<file path="src/ssvf_pkg.sv">
// ----------------------------------------------------------------------------
// ssvf_pkg
// Shared types, constants and helpers of the stereo state-variable lowpass.
// ----------------------------------------------------------------------------
package ssvf_pkg;

    localparam int ACC_W      = 32;
    localparam int V_W        = 40;
    localparam int GAIN_W     = 16;
    localparam int GAIN_FRAC  = 14;
    localparam int CFG_ADDR_W = 3;
    localparam int CFG_DATA_W = 32;

    localparam logic [GAIN_W-1:0] GAIN_UNITY = 16'd16384;

    typedef enum logic [CFG_ADDR_W-1:0] {
        REG_COEF_A1   = 3'd0,
        REG_COEF_A2   = 3'd1,
        REG_COEF_A3   = 3'd2,
        REG_ENABLE    = 3'd3,
        REG_GAIN      = 3'd4
    } t_cfg_reg;

    typedef enum logic [2:0] {
        ST_IDLE,
        ST_MUL_A,
        ST_MUL_B,
        ST_UPD,
        ST_GAIN,
        ST_SAT
    } t_state;

    typedef struct packed {
        logic load;
        logic mul_a;
        logic mul_b;
        logic upd;
        logic gain;
    } t_lane_ctrl;

    function automatic logic signed [ACC_W-1:0] sat_acc(input logic signed [V_W-1:0] v);
        logic signed [V_W-1:0] hi;
        logic signed [V_W-1:0] lo;
        hi = {{(V_W-ACC_W+1){1'b0}}, {(ACC_W-1){1'b1}}};
        lo = ~hi;
        if (v > hi) begin
            return hi[ACC_W-1:0];
        end else if (v < lo) begin
            return lo[ACC_W-1:0];
        end
        return v[ACC_W-1:0];
    endfunction

endpackage

</file>
<file path="src/ssvf_merge.sv">
// ----------------------------------------------------------------------------
// ssvf_merge
// Joins the two lane results into one output request and holds it for the
// receiver.
// ----------------------------------------------------------------------------
module ssvf_merge #(
    parameter int SAMPLE_WIDTH = 24,
    parameter int TDATA_W      = 48
) (
    input  logic                           i_clk,
    input  logic                           i_rst_n,
    input  logic                           i_load,
    input  logic signed [SAMPLE_WIDTH-1:0] i_left,
    input  logic signed [SAMPLE_WIDTH-1:0] i_right,
    output logic                           o_free,
    output logic                           m_axis_tvalid,
    input  logic                           m_axis_tready,
    output logic [TDATA_W-1:0]             m_axis_tdata
);
    import ssvf_pkg::*;

    logic                     r_valid;
    logic [TDATA_W-1:0]       r_data;

    assign o_free = !r_valid || m_axis_tready;

    always_ff @(posedge i_clk) begin
        if (!i_rst_n) begin
            r_valid <= 1'b0;
        end else if (i_load) begin
            r_valid <= 1'b1;
        end else if (m_axis_tready) begin
            r_valid <= 1'b0;
        end
    end

    always_ff @(posedge i_clk) begin
        if (i_load) begin
            r_data <= TDATA_W'({i_right, i_left});
        end
    end

    assign m_axis_tvalid = r_valid;
    assign m_axis_tdata  = r_data;

endmodule

</file>
<file path="config.mk">
export PLATFORM = sky130hd
export DESIGN_NAME = ssvf_merge
export DESIGN_NICKNAME = d
export VERILOG_FILES = /design/src/ssvf_pkg.sv /design/src/ssvf_merge.sv
export SDC_FILE = /design/constraint.sdc
export NUM_CORES = 1
export LEC_CHECK = 0
export BUFFER_PORTS_ARGS = -buffer_cell sky130_fd_sc_hd__buf_2
export CAP_MARGIN = 20
export CORE_MARGIN = 5
export CORE_UTILIZATION = 31
export DETAILED_ROUTE_END_ITERATION = 8
export GPL_TIMING_DRIVEN = 0
export PLACE_DENSITY = 0.7
export SETUP_SLACK_MARGIN = 0.2
export SLEW_MARGIN = 20
export SYNTH_ARGS = -nofsm -noshare
export SYNTH_HDL_FRONTEND = slang
export SYNTH_SLANG_ARGS = --single-unit
export TNS_END_PERCENT = 100
</file>
<file path="constraint.sdc">
create_clock -name i_clk -period 1.5 [get_ports i_clk]
set_clock_uncertainty 0.15 [all_clocks]
set_input_delay 0.225 -clock i_clk [delete_from_list [all_inputs] [get_ports i_clk]]
set_output_delay 0.225 -clock i_clk [all_outputs]
set_load 0.03 [all_outputs]
</file>
==> impl_results.md, run 1 <==
- Status: completed
- Cell area after synthesis: 1490 sq um
- First-pass iteration count of the detailed router: 4
- Avg WL per Cell: 15.6 um
- CP max stage delay: 400 ps
- First-pass GRT wire length: 6400 um
- Peak Freq: approximately 790 MHz
- Worst-skew pair later-pin latency: slightly below 300 ps
- Setup_tns: 0 ps
- Crit path capture type: output port
- Total chip power: 3000 uW
- Port Buffers: 101
- Core area: around 4700 sq um
- Initial Utilization: 0.318
- Total GRT Usage: 0.140
- Seq cells post-synth: around 50
- Final min period: 1270 ps
- Crit path cell chain: buf_2
- Via count: approximately 1100
- Slew @ Worst Pin: 644 ps
- Vias in the first global route: 1327
- Clk root buf: clkbuf_8
- Max cap viols: 0
- Slowest CP cell: edfxtp_1
- Pre-CTS WS: -91.9 ps
- WL final: 4110 um
- Synthesized instance count: 52
- Clock Sinks: 49
- Iteration-0 DRC Markers: 42
- Critical path class: reg2out
- Fill cells: 366
- H-tree levels: 2
- Drt drc: 0
- TritonCTS Buffers: 5
- Cell family with most CP delay: flip-flops
- Post-layout net count: 261
- Post CTS Setup Buffer Count: 0
- Die area: 6290 sq um
- WP buf/inv: 1
- Max FO, Critical Path: 1
- Largest net degree at the start of global routing: 50
- Die height: 79.3 um
- Crit path DAT: between 800 and 900 ps
- Cell Pwr Density: 1120 nW/um^2
- Startpoint types: flip-flop
- Critical path required time: 1120 ps
- Sequential area share after synthesis: 0.981
- Initial antenna violation count: 0
- Layout cell share with drive strength beyond 1: 0.533
- Die W: about 79 um
- Hold path cells: 3
- Clock slew at reported path FFs: approximately 90 ps
- Final WS setup: 230 ps
- R2R depth: 2
- Number of cells on the critical path: 1
- I/O pin cnt: a little over 100
- Fin. max-slew vios: 0
- Slew HR: 0.570
- DR vias/cell: roughly 4.2
- Grt total ovfl: 0
- CTS tree: yes
- Detail Route Antenna Nets: 0
- LEAKAGE: about 0.0012 uW
- Area grow syn2layout: 79.6%
- Final Hold Vio Count: 0
- Syn Area/Cell: 28.7 sq um
- Crit share post-route: 0.846
- Distinct cells, synth: 5
- RePlAce Congestion: ~0.65
- Diode count: 0
- VDD IR max: 0.761 mV
- FP Rows: 25
- Clock Tree Buf Depth: 2
- RSZ-0062 raised after global routing: true
- Worst hold path class: in2reg
- Yosys warning count: 0
- Mapped Nets: roughly 100
- Setup-failing EPs final: 0
[path summary, 6_finish.rpt]
| check | to | slack [ps] | startpoint |
|---|---|---|---|
| worst max register to register | m_axis_tvalid | 740 | m_axis_tvalid |
| worst min register to register | m_axis_tvalid | 350 | m_axis_tvalid |
| worst max-delay path | m_axis_tdata[25] | 230 | m_axis_tdata[25] |
| worst min-delay path | m_axis_tvalid | 60 | m_axis_tready |
[cells by family after synthesis]
group / after synthesis / synth area share
compound gates: 1 / 0.00756
flops: 49 / 0.981
simple gates: 1 / 0.00923
buf+inv: 1 / 0.00252
[state kept, by name, summed over array words and instances, names as in the netlist]
| register | cells |
|---|---|
| m_axis_tdata | 48 |
| m_axis_tvalid | 1 |
[placed cells by master (no fill, tap or decap)]
cell and count:
a21boi_2 1, clkinv_4 1, clkbuf_4 1, edfxtp_1 48, dlygate4sd3_1 49, nand2b_4 1, dfxtp_2 1, inv_1 1
clkbuf_8 6, inv_6 1, buf_6 3, buf_2 97
[synthesized netlist by cell type]
master / instances / share of area
inv_1: 1 / 0.0025
edfxtp_1: 48 / 0.97
a21boi_2: 1 / 0.0076
nand2b_4: 1 / 0.0092
dfxtp_1: 1 / 0.013
[layer usage]
| layer | wire length, um | up-vias | global-route usage |
|---|---|---|---|
| li1 | - | 518 | - |
| met1 | 1400 | 504 | 0.139 |
| met2 | 2050 | 78 | 0.234 |
| met3 | 549 | 10 | 0.0737 |
| met4 | 116 | 0 | 0.0756 |
| met5 | 0 | - | 0 |
[final cells by class]
| type | count | area [sq um] | area share |
|---|---|---|---|
| Multi-Input combinational cell | 2 | 25.0 | 0.00935 |
| Clock inverter | 2 | 17.5 | 0.00655 |
| Clock buffer | 6 | 82.6 | 0.0309 |
| Tap cell | 54 | 67.6 | 0.0252 |
| Sequential cell | 49 | 1460 | 0.547 |
| Timing Repair Buffer | 150 | 1020 | 0.380 |
| Inverter | 1 | 3.75 | 0.00140 |
[through the flow]
| stage | hold slack, ps | cell area, sq um | cells | utilization |
|---|---|---|---|---|
| finish | 61.2 | 2680 | 264 | 0.570 |
| global route | 54.4 | 2680 | 264 | 0.570 |
| CTS | 23.8 | 2660 | 264 | 0.566 |
| detailed placement | 253 | 2060 | 207 | 0.440 |
| global placement | 251 | 2060 | 207 | 0.440 |
| floorplan | 174 | 1490 | 52 | - |
[where the power goes]
group          total (uW)  switching (uW)  leakage [uW]  internal (uW)
Sequential           1650            27.8      0.000478           1620
Combinational         533             324      0.000626            209
Clock                 816             433     0.0000518            383
[repair_timing]
item | 4_1_cts | 5_1_grt
gates resized for setup | 1 | 10
hold buffers | 49 | 0
setup endpoints to repair | 2 | 38
hold endpoints to repair | 49 | 0
No activity file was read; power rests on OpenSTA's default activity.
==> run 2: changes to the inputs <==
==> constraint.sdc (replaced) <==
create_clock -name i_clk -period 1.3 [get_ports i_clk]
set_clock_uncertainty 0.15 [all_clocks]
set_input_delay 0.195 -clock i_clk [delete_from_list [all_inputs] [get_ports i_clk]]
set_output_delay 0.195 -clock i_clk [all_outputs]
set_load 0.03 [all_outputs]
==> impl_results.md, run 2 (synthesis results as in run 1) <==
- Crit path DAT: 890 ps
- Sink of the worst hold path: m_axis_tvalid
- FP Rows: 25
- Critical path class: reg2out
- Layout cell share with drive strength beyond 1: 0.533
- Final min period: 1230 ps
- Crit path cell chain: buf_6
- Peak Freq: between 800 and 900 MHz
- Cell Pwr Density: 1220 nW/um^2
- Critical path required time: roughly 950 ps
- Final std cells w/o fill: 264
- R2R Setup Slk: 520 ps
- Initial Utilization: 0.318
- First-pass GRT wire length: roughly 6700 um
- R2R depth: 2
- Slew HR: 0.605
- Drt drc: 0
- Die area: 6290 sq um
- First-pass iteration count of the detailed router: 4
- R2R Path Start: m_axis_tvalid
- I/O pin cnt: 102
- Initial antenna violation count: 0
- Pre-CTS WS: -262 ps
- WP buf/inv: 1
- LEAKAGE: 0.00126 uW
- Detail Route Antenna Nets: 0
- Clock Sinks: 49
- TritonCTS Buffers: 5
- Post CTS Setup Buffer Count: 0
- Clock Tree Buf Depth: 2
- RSZ-0062 raised after global routing: true
- Crit path capture type: output port
- Total GRT Usage: 0.147
- Grt total ovfl: 0
- Max FO, Critical Path: 1
- Total chip power: 3640 uW
- Core area: between 4000 and 5000 sq um
- FF-to-FF End: m_axis_tvalid
- Placed Cells: between 200 and 250
- Max cap viols: 0
- Clock slew at reported path FFs: 100 ps
- Final WS setup: 65.9 ps
- WL final: 4470 um
- Worst hold path class: in2reg
- Slew @ Worst Pin: 592 ps
- Dpl cell area: 2060 sq um
- Die height: approximately 79 um
- Die W: 79.3 um
- Final Util: 0.634
- Diode count: 0
- CTS tree: yes
- Cell family with most CP delay: flip-flops
- Vias in the first global route: about 1300
- Avg WL per Cell: 16.9 um
- CP max stage delay: 430 ps
- Hold path cells: 3
- DR vias/cell: 4.17
- Max reg flops: 48
- Worst-skew pair later-pin latency: 300 ps
- Iteration-0 DRC Markers: 35
- Fill cells: between 300 and 400
- Largest net degree at the start of global routing: 50
- Startpoint types: flip-flop
- Area grow syn2layout: 99.5%
- Via count: 1101
- Final Cell Area: 2970 sq um
- Crit share post-route: 0.949
- Most frequent cells in the layout: buf_2 (50), buf_6 (50), dlygate4sd3_1 (49)
- Fin. max-slew vios: 0
- RePlAce Congestion: approximately 0.65
- Slowest CP cell: edfxtp_1
- Worst hold start: m_axis_tready
- Setup-failing EPs final: 0
- Port Buffers: 101
- Final Hold Vio Count: 0
- Post-layout net count: 261
- Status: completed
- H-tree levels: 2
- Clk root buf: clkbuf_8
- VDD IR max: 0.933 mV
run 2: cell count changes in the layout (fill, tap and decap cells not counted), sizes merged:
cell | previous run | this run
buf | 100 | 101
clkbuf | 7 | 6
run 2: worst max-delay path by stage:
| stage | endpoint | depth (start not counted) | slack, ps | from |
|---|---|---|---|---|
| after CTS | o_free | 2 | 60 | m_axis_tvalid |
| after global routing | m_axis_tdata[26] | 1 | 30 | m_axis_tdata[26] |
| final | m_axis_tdata[9] | 1 | 70 | m_axis_tdata[9] |
| after floorplan | m_axis_tvalid | 2 | 270 | m_axis_tvalid |
| after global placement | m_axis_tdata[11] | 1 | -220 | i_load |
| after detailed placement | m_axis_tdata[17] | 1 | -260 | i_load |
run 2: per-stage QoR:
stage                     setup TNS, ps  hold WS [ps]
after detailed placement         -12730           223
after global placement           -10720           221
after global routing                  0          16.2
after floorplan                       0           144
after CTS                             0         -4.06
final                                 0          27.9
run 2: area by class of cell:
class | instances | area, sq um | share of cell area
Tap cell | 54 | 67.6 | 0.0227
Inverter | 1 | 3.75 | 0.00126
Multi-Input combinational cell | 2 | 25.0 | 0.00842
Clock inverter | 2 | 17.5 | 0.00589
Sequential cell | 49 | 1470 | 0.493
Timing Repair Buffer | 150 | 1310 | 0.441
Clock buffer | 6 | 82.6 | 0.0278
run 2: repair_timing:
item                                   CTS  global route
setup endpoints to repair               99            50
resized for setup                       99             5
hold buffers                            49             0
endpoints found under the hold margin   49             0
run 2: power by group:
part           internal [uW]  switching (uW)
Combinational            373             379
Clock                    442             509
Sequential              1870            60.4
run 2: layer usage:
layer	track usage	vias to the layer above	wire length, um
li1	-	518	-
met1	0.143	508	1450
met2	0.255	69	2320
met3	0.0907	6	616
met4	0.0515	0	85
met5	0	-	0
