===== src/ssvf_pkg.sv =====
// ----------------------------------------------------------------------------
// ssvf_pkg
// Shared types, constants and helpers of the stereo state-variable lowpass.
// ----------------------------------------------------------------------------
package ssvf_pkg;

    localparam int ACC_W      = 32;
    localparam int V_W        = 40;
    localparam int GAIN_W     = 16;
    localparam int GAIN_FRAC  = 14;
    localparam int CFG_ADDR_W = 3;
    localparam int CFG_DATA_W = 32;

    localparam logic [GAIN_W-1:0] GAIN_UNITY = 16'd16384;

    typedef enum logic [CFG_ADDR_W-1:0] {
        REG_COEF_A1   = 3'd0,
        REG_COEF_A2   = 3'd1,
        REG_COEF_A3   = 3'd2,
        REG_ENABLE    = 3'd3,
        REG_GAIN      = 3'd4
    } t_cfg_reg;

    typedef enum logic [2:0] {
        ST_IDLE,
        ST_MUL_A,
        ST_MUL_B,
        ST_UPD,
        ST_GAIN,
        ST_SAT
    } t_state;

    typedef struct packed {
        logic load;
        logic mul_a;
        logic mul_b;
        logic upd;
        logic gain;
    } t_lane_ctrl;

    function automatic logic signed [ACC_W-1:0] sat_acc(input logic signed [V_W-1:0] v);
        logic signed [V_W-1:0] hi;
        logic signed [V_W-1:0] lo;
        hi = {{(V_W-ACC_W+1){1'b0}}, {(ACC_W-1){1'b1}}};
        lo = ~hi;
        if (v > hi) begin
            return hi[ACC_W-1:0];
        end else if (v < lo) begin
            return lo[ACC_W-1:0];
        end
        return v[ACC_W-1:0];
    endfunction

endpackage


===== src/ssvf_cfg.sv =====
// ----------------------------------------------------------------------------
// ssvf_cfg
// Register file for the filter coefficients, enable bit and output gain.
// ----------------------------------------------------------------------------
module ssvf_cfg #(
    parameter int COEF_FRAC_BITS = 16
) (
    input  logic                                i_clk,
    input  logic                                i_rst_n,
    input  logic                                i_cfg_valid,
    output logic                                o_cfg_ready,
    input  logic [ssvf_pkg::CFG_ADDR_W-1:0]     i_cfg_addr,
    input  logic [ssvf_pkg::CFG_DATA_W-1:0]     i_cfg_data,
    output logic [COEF_FRAC_BITS-1:0]           o_a1,
    output logic [COEF_FRAC_BITS-1:0]           o_a2,
    output logic [COEF_FRAC_BITS-1:0]           o_a3,
    output logic                                o_enable,
    output logic [ssvf_pkg::GAIN_W-1:0]         o_gain
);
    import ssvf_pkg::*;

    logic [COEF_FRAC_BITS-1:0] r_a1;
    logic [COEF_FRAC_BITS-1:0] r_a2;
    logic [COEF_FRAC_BITS-1:0] r_a3;
    logic                      r_enable;
    logic [GAIN_W-1:0]         r_gain;

    assign o_cfg_ready = 1'b1;

    always_ff @(posedge i_clk) begin
        if (!i_rst_n) begin
            r_a1     <= '0;
            r_a2     <= '0;
            r_a3     <= '0;
            r_enable <= 1'b0;
            r_gain   <= GAIN_UNITY;
        end else if (i_cfg_valid) begin
            unique case (t_cfg_reg'(i_cfg_addr))
                REG_COEF_A1: r_a1     <= i_cfg_data[COEF_FRAC_BITS-1:0];
                REG_COEF_A2: r_a2     <= i_cfg_data[COEF_FRAC_BITS-1:0];
                REG_COEF_A3: r_a3     <= i_cfg_data[COEF_FRAC_BITS-1:0];
                REG_ENABLE:  r_enable <= i_cfg_data[0];
                REG_GAIN:    r_gain   <= i_cfg_data[GAIN_W-1:0];
                default: begin
                end
            endcase
        end
    end

    assign o_a1     = r_a1;
    assign o_a2     = r_a2;
    assign o_a3     = r_a3;
    assign o_enable = r_enable;
    assign o_gain   = r_gain;

endmodule


===== config.mk =====
export PLATFORM = sky130hd
export DESIGN_NAME = ssvf_cfg
export DESIGN_NICKNAME = d
export VERILOG_FILES = /design/src/ssvf_pkg.sv /design/src/ssvf_cfg.sv
export SDC_FILE = /design/constraint.sdc
export NUM_CORES = 1
export LEC_CHECK = 0
export BUFFER_PORTS_ARGS = -buffer_cell sky130_fd_sc_hd__buf_2
export CAP_MARGIN = 20
export CORE_ASPECT_RATIO = 0.8
export CORE_MARGIN = 8
export CORE_UTILIZATION = 42
export DETAILED_ROUTE_END_ITERATION = 8
export PLACE_DENSITY = 0.74
export REMOVE_ABC_BUFFERS = 1
export SYNTH_ARGS = -nofsm -noshare
export SYNTH_HDL_FRONTEND = slang
export SYNTH_SLANG_ARGS = --single-unit
export TNS_END_PERCENT = 10

===== constraint.sdc =====
create_clock -name i_clk -period 0.9 [get_ports i_clk]
set_input_delay 0.135 -clock i_clk [delete_from_list [all_inputs] [get_ports i_clk]]
set_output_delay 0.135 -clock i_clk [all_outputs]
set_load 0.02 [all_outputs]

==> impl_metrics.json, run 1 <==
{
  "clock_path_buffers": 2,
  "holdWs_ps": 94.8,
  "drc_errors": 0,
  "synth_top_area_cell": "dfxtp_1",
  "n_antenna_cell": 0,
  "initial_core_util": 0.427,
  "drtIter0Drc": 44,
  "grt_pass1_wl_um": 10400,
  "synth.top_cells.by_count": "nand2_1, dfxtp_1, mux2i_1, clkbuf_1, buf_4",
  "crit_family": "flip-flops",
  "syn2layout_area_growth_pct": 50.4,
  "worst_slack_ps": -39.4,
  "dp.cells": 395,
  "hold_path_end": "o_gain[14]$_SDFFE_PN1P_",
  "cts.sinks": 65,
  "clock.fmax_mhz": 1060,
  "yosys_register_bits": 65,
  "peakVddDrop_mv": 0.982,
  "drv_slew": 0,
  "drive_gt1_frac": 0.538,
  "violations": "negative setup slack",
  "worst_r2r_path_depth": 3,
  "cp-start-kind": "register",
  "grt-ovfl-total": 0,
  "final_antenna_net_count": 0,
  "synth_area_leaders": "dfxtp_1, mux2i_1, nand2_1",
  "n_fill_cell": 447,
  "period_share": 1.04,
  "syn_inst": 236,
  "die_height_um": 84.6,
  "min_path_type": "input port to register",
  "dieArea_mm2": 0.00860,
  "slowest_stage": "dfxtp_2",
  "cts_buffers": 9,
  "cts_tree": "done",
  "die_w_um": 102,
  "finalCriticalPeriod_ps": 939,
  "synth_edf_count": 0,
  "ff_latch_area_mm2": 0.00138,
  "synth_area_mm2": 0.00247,
  "wirelength_um": 6530,
  "synthArstFlopShare": 0,
  "vias": 1972,
  "cp.arrival_ps": 800,
  "critPathMaxFanout": 2,
  "hold_viol": 0,
  "cts_root_buf": "clkbuf_8",
  "dp_hpwl_um": 4300,
  "setup_tns_ps": -1110,
  "clkTransAtPathRegs_ps": 70,
  "setup_viol": 65,
  "yosysWarnings": 0,
  "wl_per_cell_um": 15.8,
  "cp.buffers_inverters": 1,
  "reg2reg_slack_ps": 220,
  "timing.rr.start": "o_gain[0]$_SDFFE_PN0P_",
  "min-delay-start": "i_cfg_data[14]",
  "ios": 104,
  "core.rowCount": 25,
  "hold_depth": 3,
  "cp.required_ps": 760,
  "antenna_found_initial": 0,
  "multiInputGateArea_mm2": 0.00103,
  "cp_cell_sequence": "buf_6",
  "first_pass_iters": 4,
  "clk-insertion-delay-late_ps": 330,
  "core_mm2": 0.00579,
  "timing.rr.end": "o_gain[0]$_SDFFE_PN0P_",
  "avgSynthCellArea_um2": 10.5,
  "routabilityCongestion": 0.709,
  "grt_util_all_layers": 0.155,
  "nNetsFinal": 366,
  "max-cap-violations": 0,
  "final_cells": 412,
  "p_per_area_mw_per_mm2": 1600,
  "synthFlopType": "dfxtp_1",
  "rsz0062_at_grt": "yes",
  "htreeDepth": 3,
  "yosysMostFrequentCell": "nand2_1",
  "fin_worst_skew_ps": 0,
  "grt_pass1_vias": 1987,
  "leakage_nw": 1.72,
  "via_per_inst": 4.79,
  "io_buffer_count": 86,
  "ys_types": 14,
  "synth_top_area_share": 0.527,
  "grt_max_degree": 32,
  "outcome": "complete, but fails checks",
  "seq_area_frac_synth": 0.527,
  "end_kind": "primary output",
  "total_power_mw": 5.93,
  "max_stage_delay_ps": 350,
  "path_class": "register to primary output"
}
[logic make-up (layout without fill, tap and decap cells)]
kind of cell / count (synthesis) / count (layout) / share of synthesized area
simple gates: 87 / 87 / 0.151
mux: 65 / 65 / 0.264
flops: 65 / 65 / 0.527
buf+inv: 18 / 113 / 0.0573
other cells: 1 / 1 / 0.00152
[where the power goes]
group	internal [mW]	leakage (nW)	switching (mW)
clock	1.32	0.0913	1.03
combinational	0.274	1.07	0.308
sequential	2.95	0.557	0.0475
[area by class of cell]
class / count / share of cell area
Tap cell: 81 / 0.0273
Sequential cell: 65 / 0.372
Clock inverter: 3 / 0.0115
Clock buffer: 11 / 0.0381
Timing Repair Buffer: 99 / 0.272
Multi-Input combinational cell: 153 / 0.279
[worst reg2reg max path: stages, from the launching register on]
cell     delay (ps)
dfxtp_2         330
buf_4           120
nand2_1          50
mux2i_1          60
[how the worst max path moves through the flow]
| stage | from | endpoint | slack [ps] | cells past startpoint |
|---|---|---|---|---|
| 2_1_floorplan | i_cfg_addr[1] | o_a1[0]$_SDFFE_PN0P_ | -980 | 2 |
| 3_3_place_gp | i_cfg_addr[0] | o_a1[15]$_SDFFE_PN0P_ | -170 | 4 |
| 3_5_place_dp | i_cfg_addr[0] | o_a1[1]$_SDFFE_PN0P_ | -200 | 4 |
| 4_1_cts | o_a1[4]$_SDFFE_PN0P_ | o_a1[4] | -50 | 1 |
| 5_1_grt | o_a1[14]$_SDFFE_PN0P_ | o_a1[14] | -80 | 1 |
| 6_report | o_a1[4]$_SDFFE_PN0P_ | o_a1[4] | -40 | 1 |
[sequential cells by signal (all words and copies together), names as in the netlist]
register,count
o_a2,16
o_enable,1
o_gain,16
o_a1,16
o_a3,16
[routing by layer]
layer  vias up  wire length, µm  global-route usage
met5         -                0                   0
li1        960                -                   -
met2        69             3050               0.246
met4         0               55              0.0607
met3         6              569              0.0628
met1       937             2850               0.182
[cells in the final DEF, fill, tap and decap left out]
master,netlist,layout
buf_12,2,6
conb_1,1,1
bufinv_16,0,1
clkbuf_1,6,1
nand4b_1,1,1
buf_4,4,7
mux2i_1,65,65
buf_6,3,65
clkinv_2,0,1
nor4b_4,0,1
and4bb_1,1,1
nor2b_1,2,2
nand4bb_1,2,2
clkinvlp_4,0,1
buf_2,3,21
dfxtp_2,0,65
nand2_1,80,80
clkbuf_8,0,10
[through the flow]
stage	instance area [µm²]	setup slack, ps	utilization
floorplan	2330	-981	-
global placement	3020	-169	0.522
detailed placement	3020	-198	0.522
CTS	3700	-53.5	0.640
global route	3710	-81.4	0.642
finish	3710	-39.4	0.642
[what timing repair did]
| action | CTS | global route |
|---|---|---|
| hold endpoints to repair | 0 | 0 |
| resized for setup | 195 | 0 |
| endpoints found under the setup margin | 65 | 65 |
| hold buffers | 0 | 0 |
| buffers inserted | 2 | 1 |
Note: power is estimated with default switching activity, not from simulation.
==> run 2: changes to the inputs <==
--- a/config.mk
+++ b/config.mk
@@ -5,7 +5,7 @@
 export SDC_FILE = /design/constraint.sdc
 export NUM_CORES = 1
 export LEC_CHECK = 0
-export BUFFER_PORTS_ARGS = -buffer_cell sky130_fd_sc_hd__buf_2
+export BUFFER_PORTS_ARGS = -buffer_cell sky130_fd_sc_hd__clkbuf_2
 export CAP_MARGIN = 20
 export CORE_ASPECT_RATIO = 0.8
 export CORE_MARGIN = 8
==> run 2 against run 1 <==
  * The run still ends with negative setup slack left
  * Count of clock-buffer cells in the layout rose by 2
  * Core utilization rose by 4.3 points
  * Critical path depth did not move
  * Sequential power barely moved
  * Wire length rose by 3.9%
  * Register-to-register slack got worse by 130 ps
  * Setup slack improved by 5.4 ps
  * Die area did not move
  * Clock skew did not move
  * Sequential cell count did not move
  * Sequential share of layout area fell by 2.3 points
  * Design area rose by 6.7%
==> impl_metrics.json, run 2 (synthesized netlist as in run 1, its figures left out) <==
{
  "outcome": "complete, but fails checks",
  "violations": "negative setup slack",
  "clkTransAtPathRegs_ps": 70,
  "drv_slew": 0,
  "clock.fmax_mhz": 1070,
  "max-cap-violations": 0,
  "wl_per_cell_um": 16.3,
  "cts_tree": "done",
  "peakVddDrop_mv": 0.856,
  "routabilityCongestion": 0.715,
  "antenna_found_initial": 0,
  "die_w_um": 102,
  "setup_tns_ps": -793,
  "fin_worst_skew_ps": 0,
  "mostFrequentLayoutCell": "nand2_1",
  "grt-ovfl-total": 0,
  "finalCriticalPeriod_ps": 934,
  "setup_viol": 58,
  "wirelength_um": 6780,
  "critPathMaxFanout": 2,
  "cts_root_buf": "clkbuf_8",
  "final_cell_mix": "nand2_1, mux2i_1, buf_8, dfxtp_2, clkbuf_2",
  "p_per_area_mw_per_mm2": 1570,
  "cp-start-kind": "register",
  "n_fill_cell": 424,
  "core.rowCount": 25,
  "htreeDepth": 3,
  "holdWs_ps": 114,
  "startpoint": "o_gain[14]$_SDFFE_PN1P_",
  "io_buffer_count": 86,
  "cp.buffers_inverters": 1,
  "worst_slack_ps": -34.1,
  "drive_gt1_frac": 0.533,
  "n_antenna_cell": 0,
  "leakage_nw": 1.80,
  "crit_family": "flip-flops",
  "fin_area_mm2": 0.00396,
  "cts_buffers": 9,
  "drtIter0Drc": 68,
  "grt_util_all_layers": 0.151,
  "clk-insertion-delay-late_ps": 310,
  "min_path_type": "input port to register",
  "core_mm2": 0.00579,
  "rsz0062_at_grt": "yes",
  "slowest_stage": "dfxtp_4",
  "place_ws_ps": -233,
  "first_pass_iters": 4,
  "placed_area_mm2": 0.00298,
  "grt_pass1_vias": 1980,
  "cp.arrival_ps": 800,
  "cp_cell_sequence": "buf_8",
  "dp_hpwl_um": 4270,
  "initial_core_util": 0.427,
  "clock_path_buffers": 2,
  "grt_pass1_wl_um": 10200,
  "end_kind": "primary output",
  "final_core_util": 0.685,
  "cts.sinks": 65,
  "path_class": "register to primary output",
  "vias": 1976,
  "cp.required_ps": 760,
  "via_per_inst": 4.76,
  "die_height_um": 84.6,
  "ios": 104,
  "holdBufCountCts": 0,
  "final_antenna_net_count": 0,
  "min-delay-start": "i_cfg_data[13]",
  "drc_errors": 0,
  "max_stage_delay_ps": 360,
  "grt_max_degree": 46,
  "syn2layout_area_growth_pct": 60.5,
  "timing.rr.start": "o_a1[8]$_SDFFE_PN0P_",
  "nNetsFinal": 367,
  "period_share": 1.04,
  "dieArea_mm2": 0.00860,
  "hold_viol": 0
}
run 2: changes by cell type in the layout (fill, tap and decap cells not counted), sizes merged:
cell | before | now
bufinv | 1 | 2
buf | 99 | 79
clkbuf | 11 | 34
clkinvlp | 1 | 0
run 2: area by class of cell:
type / instances / area (µm²) / area share
clock inverters: 3 / 65.1 / 0.0164
repair buffers: 100 / 1240 / 0.312
multi-input cells: 153 / 1030 / 0.261
flip-flops and latches: 65 / 1390 / 0.350
well taps: 81 / 101 / 0.0256
clock buffers: 13 / 139 / 0.0351
run 2: path summary, 6_finish.rpt:
| kind | endpoint | slack [ps] | cells past startpoint |
|---|---|---|---|
| worst min register to register | o_a2[11]$_SDFFE_PN0P_ | 470 | 2 |
| worst min-delay path | o_a1[13]$_SDFFE_PN0P_ | 110 | 3 |
| worst max-delay path | o_gain[14] | -30 | 1 |
| worst max register to register | o_a1[8]$_SDFFE_PN0P_ | 90 | 4 |
run 2: report_power, final:
part | internal [mW] | switching (mW) | total [mW]
sequential | 2.95 | 0.0590 | 3.01
combinational | 0.305 | 0.306 | 0.610
clock | 1.56 | 1.04 | 2.60
run 2: what timing repair did:
item                                    in CTS  in global routing
resized for setup                          195                 66
endpoints found under the setup margin      65                 65
buffers inserted                             1                  5
run 2: per-stage QoR:
stage                     instances  total power, mW
final                           415             6.22
after global routing            415             6.46
after CTS                       410             6.22
after detailed placement        393             3.52
after global placement          393             3.51
after floorplan                 218             3.27
run 2: worst min-delay path: cells and delay by family:
| kind | cells | cell delay, ps |
|---|---|---|
| simple gates | 1 | 100 |
| buf+inv | 1 | 80 |
| mux | 1 | 80 |
run 2: routing by layer:
layer,track usage,wire length [µm]
met1,0.177,2830
met2,0.253,3420
met3,0.0488,487
met4,0.0513,44
met5,0,0
